File: config.mk
export PLATFORM = sky130hd
export DESIGN_NAME = stepper_half_step_position_control_top
export DESIGN_NICKNAME = d
export VERILOG_FILES = /design/src/sv/stephs_pkg.sv /design/src/sv/stephs_in_reg.sv /design/src/sv/stephs_seq.sv /design/src/sv/stepper_half_step_position_control_top.sv
export SDC_FILE = /design/constraint.sdc
export NUM_CORES = 1
export LEC_CHECK = 0
export ABC_AREA = 1
export BUFFER_PORTS_ARGS = -buffer_cell sky130_fd_sc_hd__clkbuf_2
export CELL_PAD_IN_SITES_DETAIL_PLACEMENT = 1
export CELL_PAD_IN_SITES_GLOBAL_PLACEMENT = 1
export CORE_UTILIZATION = 44
export CTS_CLUSTER_SIZE = 14
export DETAILED_ROUTE_END_ITERATION = 10
export PLACE_DENSITY_LB_ADDON = 0.1
export SETUP_SLACK_MARGIN = 0.15
export SLEW_MARGIN = 40
export SYNTH_ARGS = -nofsm -noshare
export SYNTH_HDL_FRONTEND = slang
export SYNTH_SLANG_ARGS = --single-unit
File: constraint.sdc
create_clock -name clk -period 2.9 [get_ports clk]
set_input_delay 0.58 -clock clk [delete_from_list [all_inputs] [get_ports clk]]
set_output_delay 0.58 -clock clk [all_outputs]
set_load 0.05 [all_outputs]
File: src/sv/stephs_pkg.sv
// shared types, request codes and coil patterns for the half-step sequencer
package stephs_pkg;

    // request codes
    localparam logic [2:0] REQ_TICK      = 3'd0;
    localparam logic [2:0] REQ_OPEN      = 3'd1;
    localparam logic [2:0] REQ_CLOSE     = 3'd2;
    localparam logic [2:0] REQ_COILS_OFF = 3'd3;
    localparam logic [2:0] REQ_LOAD_POS  = 3'd4;
    localparam logic [2:0] REQ_LIMIT     = 3'd5;

    localparam int unsigned VALUE_BITS = 16;
    localparam int unsigned OUT_POS_BITS = 16;
    localparam logic [VALUE_BITS-1:0] STEP_LIMIT_RESET = 16'd90;
    localparam logic [3:0] COILS_OFF = 4'h0;

    // one accepted input word
    typedef struct packed {
        logic [2:0]            req_type;
        logic [VALUE_BITS-1:0] value;
    } req_word_t;

    // one result word
    typedef struct packed {
        logic [3:0]              coils;
        logic [OUT_POS_BITS-1:0] position;
        logic                    forward_active;
        logic                    reverse_active;
    } res_word_t;

    // forward half-step pattern
    function automatic logic [3:0] fwd_pattern(input logic [2:0] phase);
        logic [3:0] pat;
        case (phase)
            3'd0:    pat = 4'h8;
            3'd1:    pat = 4'hc;
            3'd2:    pat = 4'h4;
            3'd3:    pat = 4'h6;
            3'd4:    pat = 4'h2;
            3'd5:    pat = 4'h3;
            3'd6:    pat = 4'h1;
            default: pat = 4'h9;
        endcase
        return pat;
    endfunction

    // reverse half-step pattern
    function automatic logic [3:0] rev_pattern(input logic [2:0] phase);
        logic [3:0] pat;
        case (phase)
            3'd0:    pat = 4'h9;
            3'd1:    pat = 4'h1;
            3'd2:    pat = 4'h3;
            3'd3:    pat = 4'h2;
            3'd4:    pat = 4'h6;
            3'd5:    pat = 4'h4;
            3'd6:    pat = 4'hc;
            default: pat = 4'h8;
        endcase
        return pat;
    endfunction

endpackage

File: src/sv/stephs_in_reg.sv
// input register stage holding one request word
module stephs_in_reg (
    input  logic                 clk,
    input  logic                 rst_n,
    input  logic                 in_valid,
    output logic                 in_ready,
    input  stephs_pkg::req_word_t in_word,
    input  logic                 advance,
    output logic                 s1_valid,
    output stephs_pkg::req_word_t s1_word
);
    import stephs_pkg::*;

    logic      valid_reg;
    req_word_t word_reg;

    // stage is free when empty or draining this cycle
    assign in_ready = !valid_reg || advance;
    assign s1_valid = valid_reg;
    assign s1_word  = word_reg;

    // valid flag
    always_ff @(posedge clk or negedge rst_n)
    begin
        if (!rst_n)
        begin
            valid_reg <= 1'b0;
        end
        else if (in_ready)
        begin
            valid_reg <= in_valid;
        end
    end

    // payload
    always_ff @(posedge clk)
    begin
        if (in_valid && in_ready)
        begin
            word_reg <= in_word;
        end
    end

endmodule

File: src/sv/stephs_seq.sv
// sequencer state and single-pass next-state logic
module stephs_seq #(
    parameter int unsigned POSITION_BITS = 16
) (
    input  logic                         clk,
    input  logic                         rst_n,
    input  logic                         fire,
    input  stephs_pkg::req_word_t        req,
    input  logic [stephs_pkg::VALUE_BITS-1:0] step_limit,
    output stephs_pkg::res_word_t        res
);
    import stephs_pkg::*;

    localparam int unsigned CMP_BITS =
        (POSITION_BITS > VALUE_BITS) ? POSITION_BITS : VALUE_BITS;

    logic [2:0]               fwd_phase_reg, fwd_phase_next;
    logic [2:0]               rev_phase_reg, rev_phase_next;
    logic                     fwd_run_reg, fwd_run_next;
    logic                     rev_run_reg, rev_run_next;
    logic [POSITION_BITS-1:0] pos_reg, pos_next, pos_fwd;
    logic [3:0]               coils_reg, coils_next;
    logic [CMP_BITS-1:0]      pos_wide, max_wide, val_wide, pos_next_wide;

    assign pos_wide = CMP_BITS'(pos_reg);
    assign max_wide = CMP_BITS'(step_limit);
    assign val_wide = CMP_BITS'(req.value);

    // forward half of a tick: count up, saturating
    assign pos_fwd = (fwd_run_reg && !(&pos_reg)) ? pos_reg + 1'b1 : pos_reg;

    // next state for the request in the stage
    always_comb
    begin
        fwd_phase_next = fwd_phase_reg;
        rev_phase_next = rev_phase_reg;
        fwd_run_next   = fwd_run_reg;
        rev_run_next   = rev_run_reg;
        pos_next       = pos_reg;
        coils_next     = coils_reg;
        case (req.req_type)
            REQ_TICK:
            begin
                if (fwd_run_reg)
                begin
                    coils_next     = fwd_pattern(fwd_phase_reg);
                    fwd_phase_next = fwd_phase_reg + 3'd1;
                end
                pos_next = pos_fwd;
                if (rev_run_reg)
                begin
                    coils_next     = rev_pattern(rev_phase_reg);
                    rev_phase_next = rev_phase_reg + 3'd1;
                    if (pos_fwd != '0)
                    begin
                        pos_next = pos_fwd - 1'b1;
                    end
                end
            end
            REQ_OPEN:
            begin
                fwd_run_next = 1'b0;
                if (pos_reg != '0)
                begin
                    rev_run_next = 1'b1;
                end
                else
                begin
                    rev_run_next = 1'b0;
                    coils_next   = COILS_OFF;
                end
            end
            REQ_CLOSE:
            begin
                rev_run_next = 1'b0;
                if (pos_wide < max_wide)
                begin
                    fwd_run_next = 1'b1;
                end
                else
                begin
                    fwd_run_next = 1'b0;
                    coils_next   = COILS_OFF;
                end
            end
            REQ_COILS_OFF:
            begin
                coils_next = COILS_OFF;
            end
            REQ_LOAD_POS:
            begin
                pos_next = val_wide[POSITION_BITS-1:0];
            end
            REQ_LIMIT:
            begin
                if (fwd_run_reg && (val_wide >= max_wide))
                begin
                    fwd_run_next = 1'b0;
                    coils_next   = COILS_OFF;
                end
                if (rev_run_reg && (req.value == '0))
                begin
                    rev_run_next = 1'b0;
                    coils_next   = COILS_OFF;
                end
            end
            default:
            begin
                // unused codes leave the state alone
            end
        endcase
    end

    // result reflects the state after this request
    assign pos_next_wide      = CMP_BITS'(pos_next);
    assign res.coils          = coils_next;
    assign res.position       = pos_next_wide[OUT_POS_BITS-1:0];
    assign res.forward_active = fwd_run_next;
    assign res.reverse_active = rev_run_next;

    // state registers
    always_ff @(posedge clk or negedge rst_n)
    begin
        if (!rst_n)
        begin
            fwd_phase_reg <= 3'd0;
            rev_phase_reg <= 3'd0;
            fwd_run_reg   <= 1'b0;
            rev_run_reg   <= 1'b0;
            pos_reg       <= '0;
            coils_reg     <= COILS_OFF;
        end
        else if (fire)
        begin
            fwd_phase_reg <= fwd_phase_next;
            rev_phase_reg <= rev_phase_next;
            fwd_run_reg   <= fwd_run_next;
            rev_run_reg   <= rev_run_next;
            pos_reg       <= pos_next;
            coils_reg     <= coils_next;
        end
    end

endmodule

File: src/sv/stepper_half_step_position_control_top.sv
// top level: input stage, sequencer, result register and limit register
// Half-step stepper sequencer with position tracking. Each request word (tick,
// open, close, coils off, load position, limit check) gives exactly one result
// word carrying the coil drive bits, the low 16 bits of the step position and
// the two run flags as they stand after that request. A word passes an input
// register, one pass of next-state logic and a result register, and a new word
// can be taken every cycle while the result side keeps up; the position and
// phase registers are updated in one pass per word, which sets that rate. The
// step limit resets to 90; the user must write it through the cfg channel only
// while the block is idle, and the block itself does not enforce this.
module stepper_half_step_position_control_top #(
    parameter int unsigned POSITION_BITS = 16
) (
    input  logic        clk,
    input  logic        rst_n,
    input  logic        cfg_valid,
    output logic        cfg_ready,
    input  logic [15:0] cfg_data,
    input  logic        in_valid,
    output logic        in_ready,
    input  logic [2:0]  req_type,
    input  logic [15:0] value,
    output logic        out_valid,
    input  logic        out_ready,
    output logic [3:0]  coils,
    output logic [15:0] position,
    output logic        forward_active,
    output logic        reverse_active
);
    import stephs_pkg::*;

    logic                  s1_valid;
    logic                  fire;
    logic                  out_room;
    req_word_t             in_word, s1_word;
    res_word_t             res_next, res_reg;
    logic                  out_valid_reg;
    logic [VALUE_BITS-1:0] step_limit_reg;

    assign in_word.req_type = req_type;
    assign in_word.value    = value;

    // result register has room when empty or being taken
    assign out_room = !out_valid_reg || out_ready;
    assign fire     = s1_valid && out_room;

    stephs_in_reg u_in_reg (
        .clk      (clk),
        .rst_n    (rst_n),
        .in_valid (in_valid),
        .in_ready (in_ready),
        .in_word  (in_word),
        .advance  (out_room),
        .s1_valid (s1_valid),
        .s1_word  (s1_word)
    );

    stephs_seq #(
        .POSITION_BITS (POSITION_BITS)
    ) u_seq (
        .clk        (clk),
        .rst_n      (rst_n),
        .fire       (fire),
        .req        (s1_word),
        .step_limit (step_limit_reg),
        .res        (res_next)
    );

    // limit register
    assign cfg_ready = 1'b1;
    always_ff @(posedge clk or negedge rst_n)
    begin
        if (!rst_n)
        begin
            step_limit_reg <= STEP_LIMIT_RESET;
        end
        else if (cfg_valid && cfg_ready)
        begin
            step_limit_reg <= cfg_data;
        end
    end

    // result valid flag
    always_ff @(posedge clk or negedge rst_n)
    begin
        if (!rst_n)
        begin
            out_valid_reg <= 1'b0;
        end
        else if (out_room)
        begin
            out_valid_reg <= s1_valid;
        end
    end

    // result payload
    always_ff @(posedge clk)
    begin
        if (fire)
        begin
            res_reg <= res_next;
        end
    end

    assign out_valid      = out_valid_reg;
    assign coils          = res_reg.coils;
    assign position       = res_reg.position;
    assign forward_active = res_reg.forward_active;
    assign reverse_active = res_reg.reverse_active;

endmodule

[Yosys cells after proc, flatten, opt, wreduce, memory -nomap -nowiden]
Cells that the tools add are included.
Word-level totals
  word-level logic and storage cells: 76
  output and inout bits: 25
  input port bits: 40
  flip-flop bits (word level): 87
Cells by class
  add/subtract/negate cells: 4
  reductions and logical operators: 19
  order comparisons: 2
  equality and inequality tests: 17
  mux-type cells: 19
Operator list (number)
  4-bit one-hot mux with 7 select lines: 2
  16-bit two-way mux: 3
  16-bit one-hot mux with 2 select lines: 1
  16-bit nonzero test: 2
  3-bit equality test (second input constant): 8
  4-bit two-way mux: 6
  4-bit one-hot mux with 5 select lines: 1
  3-bit by 2-bit equality test with 1-bit output (second input constant): 6
  16-bit by 1-bit adder with 16-bit output (second input constant): 1
  16-bit >= comparator: 1
  16-bit logical NOT: 1
  16-bit less-than comparator: 1
  16-bit AND reduction: 1
  16-bit by 1-bit subtractor with 16-bit output (second input constant): 1
  3-bit by 1-bit equality test with 1-bit output (second input constant): 3
  3-bit logical NOT: 3
  3-bit by 1-bit adder with 3-bit output (second input constant): 2
  1-bit one-hot mux with 3 select lines: 2
  3-bit AND reduction: 2
  1-bit logical AND: 5
  1-bit two-way mux: 4
  1-bit logical NOT: 3
  1-bit logical OR: 2

[Logic depth before layout (Yosys ltp)]
Gate-level depths: netlist of run 1.
  word-level depth: 8
  mapped depth: 21
  gate-level depth less buffers: 20

[Cells and area by module]
A second synthesis of run 1 with hierarchy kept.
Unflattened totals
  cells, all modules: 783
  area, all modules: 5973.2 sq um
Modules (own cells, without submodules)
  stephs_seq: times used 1, seq. area each 700.7 sq um, area an instance 3986.3 sq um, cells an instance 661
  stepper_half_step_position_control_top: times used 1, seq. area each 1091.0 sq um, area an instance 1371.3 sq um, cells an instance 97
  stephs_in_reg: times used 1, seq. area each 595.6 sq um, area an instance 615.6 sq um, cells an instance 25

[Worst setup path before layout of run 1]
OpenSTA, ideal clock, no wires.
  path type: register -> register
  start: register u_seq.pos_reg[0]
  end: register res_reg, in the netlist position[8] (data pin)
  data required time: 2.646 ns
  setup time: 0.254 ns
  stages on the path, launching flop included: 19
  data arrival time: 2.410 ns
  buffers on the path: 1
  clock period less this slack: 2.664 ns
  setup slack: 0.236 ns
  cell sequence: dfrtp_1 > ha_1 > nand2_1 > nor2_4 > nand2_4 > nor2_4 > nor2_4 > buf_6 > nand2_1 > nand2_4 > ha_1 > nand3_4 > clkinv_2 > nand2_2 > or2_0 > nand3_1 > nand2_1 > nand3_2 > nand2_2
RTL lines
  start, declared: RTL line stephs_seq.sv:21  | logic [POSITION_BITS-1:0] pos_reg, pos_next, pos_fwd;
  start signal, assigned: RTL line stephs_seq.sv:139  | pos_reg <= pos_next;
  end signal, assigned: RTL line stepper_half_step_position_control_top.sv:101  | res_reg <= res_next;
  end, declared: RTL line stepper_half_step_position_control_top.sv:36  | res_word_t res_next, res_reg;

==> results of run 1 <==
==> cell type report <==
| type | count | area, um2 |
|---|---|---|
| clock buffers | 10 | 229 |
| clock inverters | 6 | 66.3 |
| fillers | 1710 | 6170 |
| inverters | 92 | 348 |
| multi-input cells | 572 | 3320 |
| flip-flops and latches | 87 | 2400 |
| well taps | 176 | 220 |
| repair buffers | 100 | 597 |
==> path summary, 6_finish.rpt <==
| kind | endpoint |
|---|---|
| worst max-delay path | position[3]$_DFFE_PP_ |
| worst min-delay path | step_limit_reg[2]$_DFFE_PN0P_ |
| worst max register to register | position[3]$_DFFE_PP_ |
| worst min register to register | u_seq.coils_reg[1]$_DFFE_PN0P_ |
| max in group asynchronous | step_limit_reg[6]$_DFFE_PN1P_ |
| min in group clk | u_in_reg.s1_word[10]$_DFFE_PP_ |
==> logic make-up (layout without fill, tap and decap cells) <==
group,Yosys count,count (layout),synth area share (%)
other,1,1,0.0616
adder cells (fa/ha/maj),43,43,8.84
flip-flops,87,87,39.2
AND/OR/NAND/NOR,435,435,34.5
multiplexers,1,1,0.185
XOR/XNOR,12,12,1.73
buffers and inverters,114,208,8.00
AO/OA/AOI/OAI,80,80,7.40
==> synthesized netlist by cell type (2+ instances only) <==
| master | instances | area, um2 |
|---|---|---|
| sky130_fd_sc_hd__buf_6 | 4 | 45.0 |
| sky130_fd_sc_hd__o21ai_2 | 4 | 35.0 |
| sky130_fd_sc_hd__nand2_2 | 27 | 169 |
| sky130_fd_sc_hd__clkinv_2 | 2 | 10.0 |
| sky130_fd_sc_hd__nor2_2 | 5 | 31.3 |
| sky130_fd_sc_hd__a21oi_1 | 17 | 85.1 |
| sky130_fd_sc_hd__buf_2 | 6 | 30.0 |
| sky130_fd_sc_hd__xor2_1 | 12 | 105 |
| sky130_fd_sc_hd__buf_4 | 2 | 15.0 |
| sky130_fd_sc_hd__nor3_1 | 5 | 25.0 |
| sky130_fd_sc_hd__nand3_4 | 3 | 52.6 |
| sky130_fd_sc_hd__nand4_1 | 18 | 113 |
| sky130_fd_sc_hd__dfstp_2 | 4 | 105 |
| sky130_fd_sc_hd__o21ai_1 | 5 | 25.0 |
| sky130_fd_sc_hd__nand2_1 | 241 | 905 |
| sky130_fd_sc_hd__inv_1 | 80 | 300 |
| sky130_fd_sc_hd__edfxtp_1 | 41 | 1230 |
| sky130_fd_sc_hd__o211ai_1 | 2 | 15.0 |
| sky130_fd_sc_hd__nor2_1 | 45 | 169 |
| sky130_fd_sc_hd__o21ai_0 | 37 | 185 |
| sky130_fd_sc_hd__nand3_2 | 10 | 100 |
| sky130_fd_sc_hd__nor2_4 | 11 | 124 |
| sky130_fd_sc_hd__clkbuf_1 | 9 | 33.8 |
| sky130_fd_sc_hd__nand3b_1 | 2 | 15.0 |
| sky130_fd_sc_hd__dfrtp_1 | 42 | 1050 |
| sky130_fd_sc_hd__ha_1 | 43 | 538 |
| sky130_fd_sc_hd__nand3_1 | 57 | 285 |
| sky130_fd_sc_hd__clkinv_1 | 2 | 7.51 |
| sky130_fd_sc_hd__inv_2 | 8 | 30.0 |
| sky130_fd_sc_hd__o22ai_1 | 8 | 50.1 |
| sky130_fd_sc_hd__a21o_1 | 3 | 22.5 |
| sky130_fd_sc_hd__nand2_4 | 6 | 67.6 |
==> power by group <==
group	internal [uW]	leakage (uW)	total (uW)	switching (uW)
Clock	672	0.000137	1200	526
Sequential	1670	0.000958	2000	331
Combinational	1540	0.00244	4600	3060
==> stage by stage <==
step / util [%] / setup WS, ns
finish: 53.8 / 0.246
global route: 53.8 / 0.101
CTS: 52.4 / 0.157
detailed placement: 50.0 / 0.0138
global placement: 50.0 / 0.112
floorplan: - / 0.236
==> cells in the final DEF (no fill, tap or decap), types with 34 or more instances in the layout <==
cell type / n
sky130_fd_sc_hd__nand2_1: 234
sky130_fd_sc_hd__inv_1: 79
sky130_fd_sc_hd__clkbuf_2: 62
sky130_fd_sc_hd__nand3_1: 53
sky130_fd_sc_hd__ha_1: 41
sky130_fd_sc_hd__edfxtp_1: 41
sky130_fd_sc_hd__nor2_1: 40
sky130_fd_sc_hd__o21ai_0: 37
sky130_fd_sc_hd__buf_4: 36
sky130_fd_sc_hd__dfrtp_1: 34
==> metal layers <==
layer / vias up / global-route usage [%] / part of all wire [%]
met3: 47 / 4.90 / 3.6
met4: 0 / 13.0 / 4.0
met2: 116 / 48.9 / 50
met1: 2743 / 33.0 / 42
li1: 2695 / - / -
met5: - / 0 / 0
==> repair_timing <==
| action | CTS | global route |
|---|---|---|
| pin swaps | 2 | 11 |
| gates resized for setup | 6 | 30 |
| endpoints found under the setup margin | 29 | 32 |
| buffers inserted | 1 | 11 |
==> run metrics, run 1 <==
Post-Syn Area roughly 6100 um2; # Max-Cap Violations 0; critical path launch point u_seq.pos_reg[1]$_DFFE_PN0P_; setup slack on the worst flop-to-flop path between 0.2 and 0.25 ns; data required time at the worst endpoint roughly 3 ns; final non-filler cell area 7180 um2; FF-to-FF path depth 16; synth unique cells 44; headroom to the max-slew limit between 40 and 50%; Post-Syn Area per Cell a little under 8 um2; fin crit share about nine tenths; Arrival @ worst endpoint around 2.7 ns; IO buf count 63; die width ~120 um; Ant. Diodes 0; P_leak around 0.0035 uW; total congestion overflow 0; crit-path cells ha_4 > nand2_2 > nor2_4 > nand2_4 > nor2_4 > nor2_4 > buf_6 > nand2_1 > o21ai_4 > nand2_1 > nor2_2 > nand2_2 > nor2_4 > o21ai_1 > nand3_1 > nand3_2; Final Net Count approximately 950; global-route wire length before repair 30800 um; count of hold-fix buffers inserted at cts 0; pwr/cell area between 1000 and 1500 nW/um2; Die Height approximately 120 um; DIE AREA approximately 14000 um2; result of the run completed; Inserted Clock Buffers 9; Critical Path End Type flop; detailed-route via count about 5600; DRC marker count from the first detailed-route iteration 255; CP peak stage delay 0.41 ns; ratio of cells with drive above 1 in the final layout 25.7%; Peak VDD IR 0.473 mV; slowest CP cell sky130_fd_sc_hd__dfrtp_1; CTS Root Cell sky130_fd_sc_hd__clkbuf_16; most common flop cell mapped by yosys sky130_fd_sc_hd__dfrtp_1; Fin Clk Skew between 0.01 and 0.015 ns; Pins Over Slew Limit 0; Largest delay share family, worst path simple AND/OR/NAND/NOR gates; # DRC 0; FMAX approximately 380 MHz; Cells after Synth 773; post-route antenna net violation count 0; worst slack on hold paths around 0.29 ns; nets in the synthesized netlist about 860; first-pass detailed-route iteration total 4; Area Overhead vs Synth 18.0%; number of flip-flops in the largest register 19; Top cell by count, worst path sky130_fd_sc_hd__nor2_4; clock slew at the register clock pins of the worst setup and hold paths approximately 0.070 ns; clock latency on the worst-skew pair between 0.3 and 0.4 ns; final setup violation count 0; post-layout power around 7800 uW; initial antenna violation count 0; final routed wire length divided by cell count 18.0 um; post-route minimum period about 2.7 ns; total I/O pin count 65; unrepaired setup endpoints after global routing no; Critical Path Stages 16; Final Wtd Congestion roughly 0.86; number of register bits inferred by synthesis 87; clock sink total between 80 and 90; Critical R2R Launch u_seq.pos_reg[1]$_DFFE_PN0P_; HPWL after detailed placement 14100 um; Fin Setup TNS 0 ns; Placed Instance Area 6670 um2; number of vias per cell around 5.4; count of standard-cell rows 42; via count of the first global-routing pass just over 6000; DRT Wirelength 18800 um; TritonCTS clock tree done; buffer and inverter count on the worst path 1; critical path launch point type flop; worst setup path class reg2reg; number of hold violations in the final report 0; placeable core region 13300 um2; maximum number of pins on one net before global-route repair 46; Total GRT Usage between 20% and 30%; starting utilization of the core area 45.6%; proportion of register bits with asynchronous set or reset after synthesis approximately 53%; final instance count without filler cells between 1000 and 1500; Worst Tran Pin Value around 0.8 ns; Worst Path Max Fanout 9; number of buffers between clock root and the deepest sink 2; Post-synth EDFFs 41; number of synthesis warnings 0; maximum level of the CTS H-tree 3; instance count after placement with tap cells included approximately 1000; kind of path behind the tightest hold check in2async; share of the yosys chip area belonging to registers approximately two fifths
Power figures use the tool's default switching activity.
==> inputs of run 2 (changes only) <==
--- a/config.mk
+++ b/config.mk
@@ -5,14 +5,14 @@
 export SDC_FILE = /design/constraint.sdc
 export NUM_CORES = 1
 export LEC_CHECK = 0
-export ABC_AREA = 1
 export BUFFER_PORTS_ARGS = -buffer_cell sky130_fd_sc_hd__clkbuf_2
 export CELL_PAD_IN_SITES_DETAIL_PLACEMENT = 1
 export CELL_PAD_IN_SITES_GLOBAL_PLACEMENT = 1
-export CORE_UTILIZATION = 44
+export CORE_UTILIZATION = 46
 export CTS_CLUSTER_SIZE = 14
 export DETAILED_ROUTE_END_ITERATION = 10
 export PLACE_DENSITY_LB_ADDON = 0.1
+export RECOVER_POWER = 100
 export SETUP_SLACK_MARGIN = 0.15
 export SLEW_MARGIN = 40
 export SYNTH_ARGS = -nofsm -noshare
==> run 2 against run 1 <==
The run now ends with setup timing left; total power fell by 16%; hold slack improved by 0.073 ns; sequential share of layout area fell by 2.9 points; die area fell by 7.1%; count of clock-buffer cells in the layout rose by 3; cell count fell by 10%; largest cell class unchanged; routed wire length rose by 20%; synthesized cell count fell by 18%; critical path depth fell by 5; highest routed layer unchanged; combinational power fell by 26%; clock skew fell by 0.0048 ns; critical endpoint is now position[4]$_DFFE_PP_.
==> run metrics, run 2 <==
Critical R2R Launch u_seq.pos_reg[1]$_DFFE_PN0P_; Arrival @ worst endpoint 3.24 ns; result of the run finished, violations left; clock sink total 87; die width 115 um; data required time at the worst endpoint approximately 3.1 ns; IO buf count 63; Ant. Diodes 0; fraction of post-synthesis cell area in the top cell type by area between 20% and 30%; worst slack on hold paths 0.360 ns; starting utilization of the core area roughly half; area fraction in compound gates after synthesis between 10% and 20%; count of standard-cell rows 40; total I/O pin count 65; headroom to the max-slew limit roughly a fifth; synthesized-area fraction occupied by xor and xnor cells approximately 2.8%; Critical Path Stages 11; placeable core region between 10000 and 15000 um2; post-layout power about 6500 uW; Final Net Count 848; Fin Clk Skew 0.00888 ns; Peak VDD IR around 0.39 mV; synth unique cells 75; Largest delay share family, worst path compound AO/OA/AOI/OAI gates; FF-to-FF path depth 11; violated checks setup timing; Worst Tran Pin Value 1.20 ns; maximum level of the CTS H-tree 3; maximum number of pins on one net before global-route repair 38; Inserted Clock Buffers 9; simple logic cell fraction of the synthesized area between 20 and 25%; number of hold violations in the final report 0; top post-synthesis cells by count sky130_fd_sc_hd__nand2_1 (63), sky130_fd_sc_hd__o21ai_0 (48), sky130_fd_sc_hd__ha_1 (43), sky130_fd_sc_hd__dfrtp_1 (42), sky130_fd_sc_hd__edfxtp_1 (41); most common flop cell mapped by yosys sky130_fd_sc_hd__dfrtp_1; Top cell by count, worst path sky130_fd_sc_hd__ha_4; initial antenna violation count 0; top post-synthesis cells by area sky130_fd_sc_hd__edfxtp_1 (21%), sky130_fd_sc_hd__dfrtp_1 (18%), sky130_fd_sc_hd__ha_1 (9.1%), sky130_fd_sc_hd__o21ai_0 (4.1%), sky130_fd_sc_hd__nand2_1 (4.0%); ratio of cells with drive above 1 in the final layout slightly below 30%; Post-Syn Area a little under 6000 um2; final routed wire length divided by cell count ~24 um; Cells after Synth ~630; pwr/cell area ~830 nW/um2; multiplexer fraction of the synthesized cell area roughly 3%; Worst Path Max Fanout 8; fin crit share 107%; Pins Over Slew Limit 0; leading cell type in the layout, fill and taps excluded sky130_fd_sc_hd__buf_4; final setup violation count 22; share of the yosys chip area belonging to registers 40.5%; CP peak stage delay around 0.46 ns; multi-input combinational cell area roughly 3700 um2; crit-path cells ha_4 > nand4_4 > o41ai_4 > xnor2_1 > ha_4 > o2111ai_4 > o31ai_4 > buf_12 > nor4bb_2 > o31a_1 > o21ai_0; # Max-Cap Violations 0; Die Height 115 um; detailed-route via count 5829; setup slack on the worst flop-to-flop path -0.19 ns; number of register bits inferred by synthesis 87; area share of fa/ha/maj cells after synthesis under 10%; DIE AREA roughly 13000 um2; kind of path behind the tightest hold check in2async; combinational family with the most area after synthesis simple AND/OR/NAND/NOR gates; Post-synth EDFFs 41; number of buffers between clock root and the deepest sink 2; Final Wtd Congestion ~0.93; count of hold-fix buffers inserted at cts 0; Total GRT Usage roughly a third; number of vias per cell slightly above 6; unrepaired setup endpoints after global routing yes; clock latency on the worst-skew pair 0.35 ns; clock slew at the register clock pins of the worst setup and hold paths approximately 0.060 ns; FMAX ~320 MHz; number of synthesis warnings 0; TritonCTS clock tree done; critical path launch point type flop; post-route antenna net violation count 0; # DRC 0; slowest CP cell sky130_fd_sc_hd__o41ai_4; via count of the first global-routing pass 5949; post-route minimum period about 3.1 ns; proportion of register bits with asynchronous set or reset after synthesis around 53%; Critical Path End Type flop; first-pass detailed-route iteration total 5; final-layout fill cell count between 1000 and 1500; DRC marker count from the first detailed-route iteration approximately 510; endpoint of the worst register-to-register path position[4]$_DFFE_PP_; P_leak ~0.0033 uW; cell taking the most area after synthesis sky130_fd_sc_hd__edfxtp_1; HPWL after detailed placement approximately 16000 um; global-route wire length before repair 32900 um; Post-Syn Area per Cell roughly 9.3 um2; Area Overhead vs Synth 32.8%; cell with the most instances after synthesis sky130_fd_sc_hd__nand2_1; Seq. cell area 2390 um2; nets in the synthesized netlist 714; DRT Wirelength 22600 um; total congestion overflow 0; min setup slack post-route -0.193 ns; most frequent cells in the layout sky130_fd_sc_hd__buf_4 (83), sky130_fd_sc_hd__nand2_1 (60), sky130_fd_sc_hd__edfxtp_1 (41); CTS Root Cell sky130_fd_sc_hd__clkbuf_16; buffer and inverter count on the worst path 1; number of flip-flops in the largest register 19; worst setup path class reg2reg
## run 2: cell count changes after synthesis, moves of 11 or more
cell | before | now
sky130_fd_sc_hd__nor4_1 | 1 | 17
sky130_fd_sc_hd__xnor2_1 | 0 | 12
sky130_fd_sc_hd__clkbuf_1 | 9 | 26
sky130_fd_sc_hd__nor2_4 | 11 | 0
sky130_fd_sc_hd__nand2_2 | 27 | 0
sky130_fd_sc_hd__nand3_1 | 57 | 16
sky130_fd_sc_hd__o21ai_0 | 37 | 48
sky130_fd_sc_hd__nand2_1 | 241 | 63
sky130_fd_sc_hd__mux2i_1 | 0 | 11
sky130_fd_sc_hd__inv_1 | 80 | 36
sky130_fd_sc_hd__and3_1 | 1 | 15
sky130_fd_sc_hd__a21oi_1 | 17 | 28
## run 2: worst max path at each step
stage	start	end	slack, ns
CTS	u_seq.pos_reg[0]$_DFFE_PN0P_	position[3]$_DFFE_PP_	0.01
global placement	u_seq.fwd_run_reg$_DFFE_PN0P_	position[3]$_DFFE_PP_	-0.06
global route	u_seq.pos_reg[1]$_DFFE_PN0P_	position[4]$_DFFE_PP_	-0.23
finish	u_seq.pos_reg[1]$_DFFE_PN0P_	position[4]$_DFFE_PP_	-0.19
floorplan	u_seq.pos_reg[12]$_DFFE_PN0P_	position[9]$_DFFE_PP_	0.07
detailed placement	u_seq.pos_reg[0]$_DFFE_PN0P_	position[6]$_DFFE_PP_	-0.13
## run 2: logic make-up (layout without fill, tap and decap cells)
logic type      after synthesis  count (layout)
compound gates              164             164
xor+xnor                     19              19
fa+ha+maj                    43              43
buf+inv                      75             214
flops                        87              87
mux                          17              17
other cells                   1               1
simple gates                225             225
## run 2: cell type report
cell class	instances	share of cell area, %
multi-input cells	469	47.0
repair buffers	161	13.8
clock buffers	13	3.32
flip-flops and latches	87	30.5
clock inverters	3	0.863
well taps	168	2.68
inverters	37	1.81
## run 2: metrics by stage
step           instances  cell area [um2]  setup TNS (ns)  util, %  setup WS, ns
2_1_floorplan        631             6020               0        -        0.0705
3_3_place_gp         903             6960         -0.0667     56.8       -0.0556
3_5_place_dp         903             6960           -1.26     56.8        -0.131
4_1_cts              934             7660               0     62.5        0.0120
5_1_grt              938             7830           -3.16     63.9        -0.228
6_report             938             7830           -1.71     63.9        -0.193
## run 2: per-layer routing
| layer | global-route usage, % | vias to the layer above | wire length [um] |
|---|---|---|---|
| li1 | - | 2613 | - |
| met1 | 42.9 | 2944 | 9540 |
| met3 | 4.90 | 43 | 1200 |
| met2 | 56.1 | 229 | 11300 |
| met4 | 15.2 | 0 | 554 |
| met5 | 0 | - | 0 |
## run 2: timing repair
action,4_1_cts,5_1_grt
gates cloned,0,0
hold endpoints to repair,0,0
buffers inserted,15,4
pin swaps,32,23
gates resized for setup,52,46
setup endpoints to repair,34,40
## run 2: report_power, final
group	switching, uW	total [uW]	leakage (uW)	internal [uW]
Sequential	254	1820	0.000944	1560
Combinational	2000	3390	0.00222	1400
Clock	502	1310	0.000156	804
Total	2750	6520	0.00332	3770
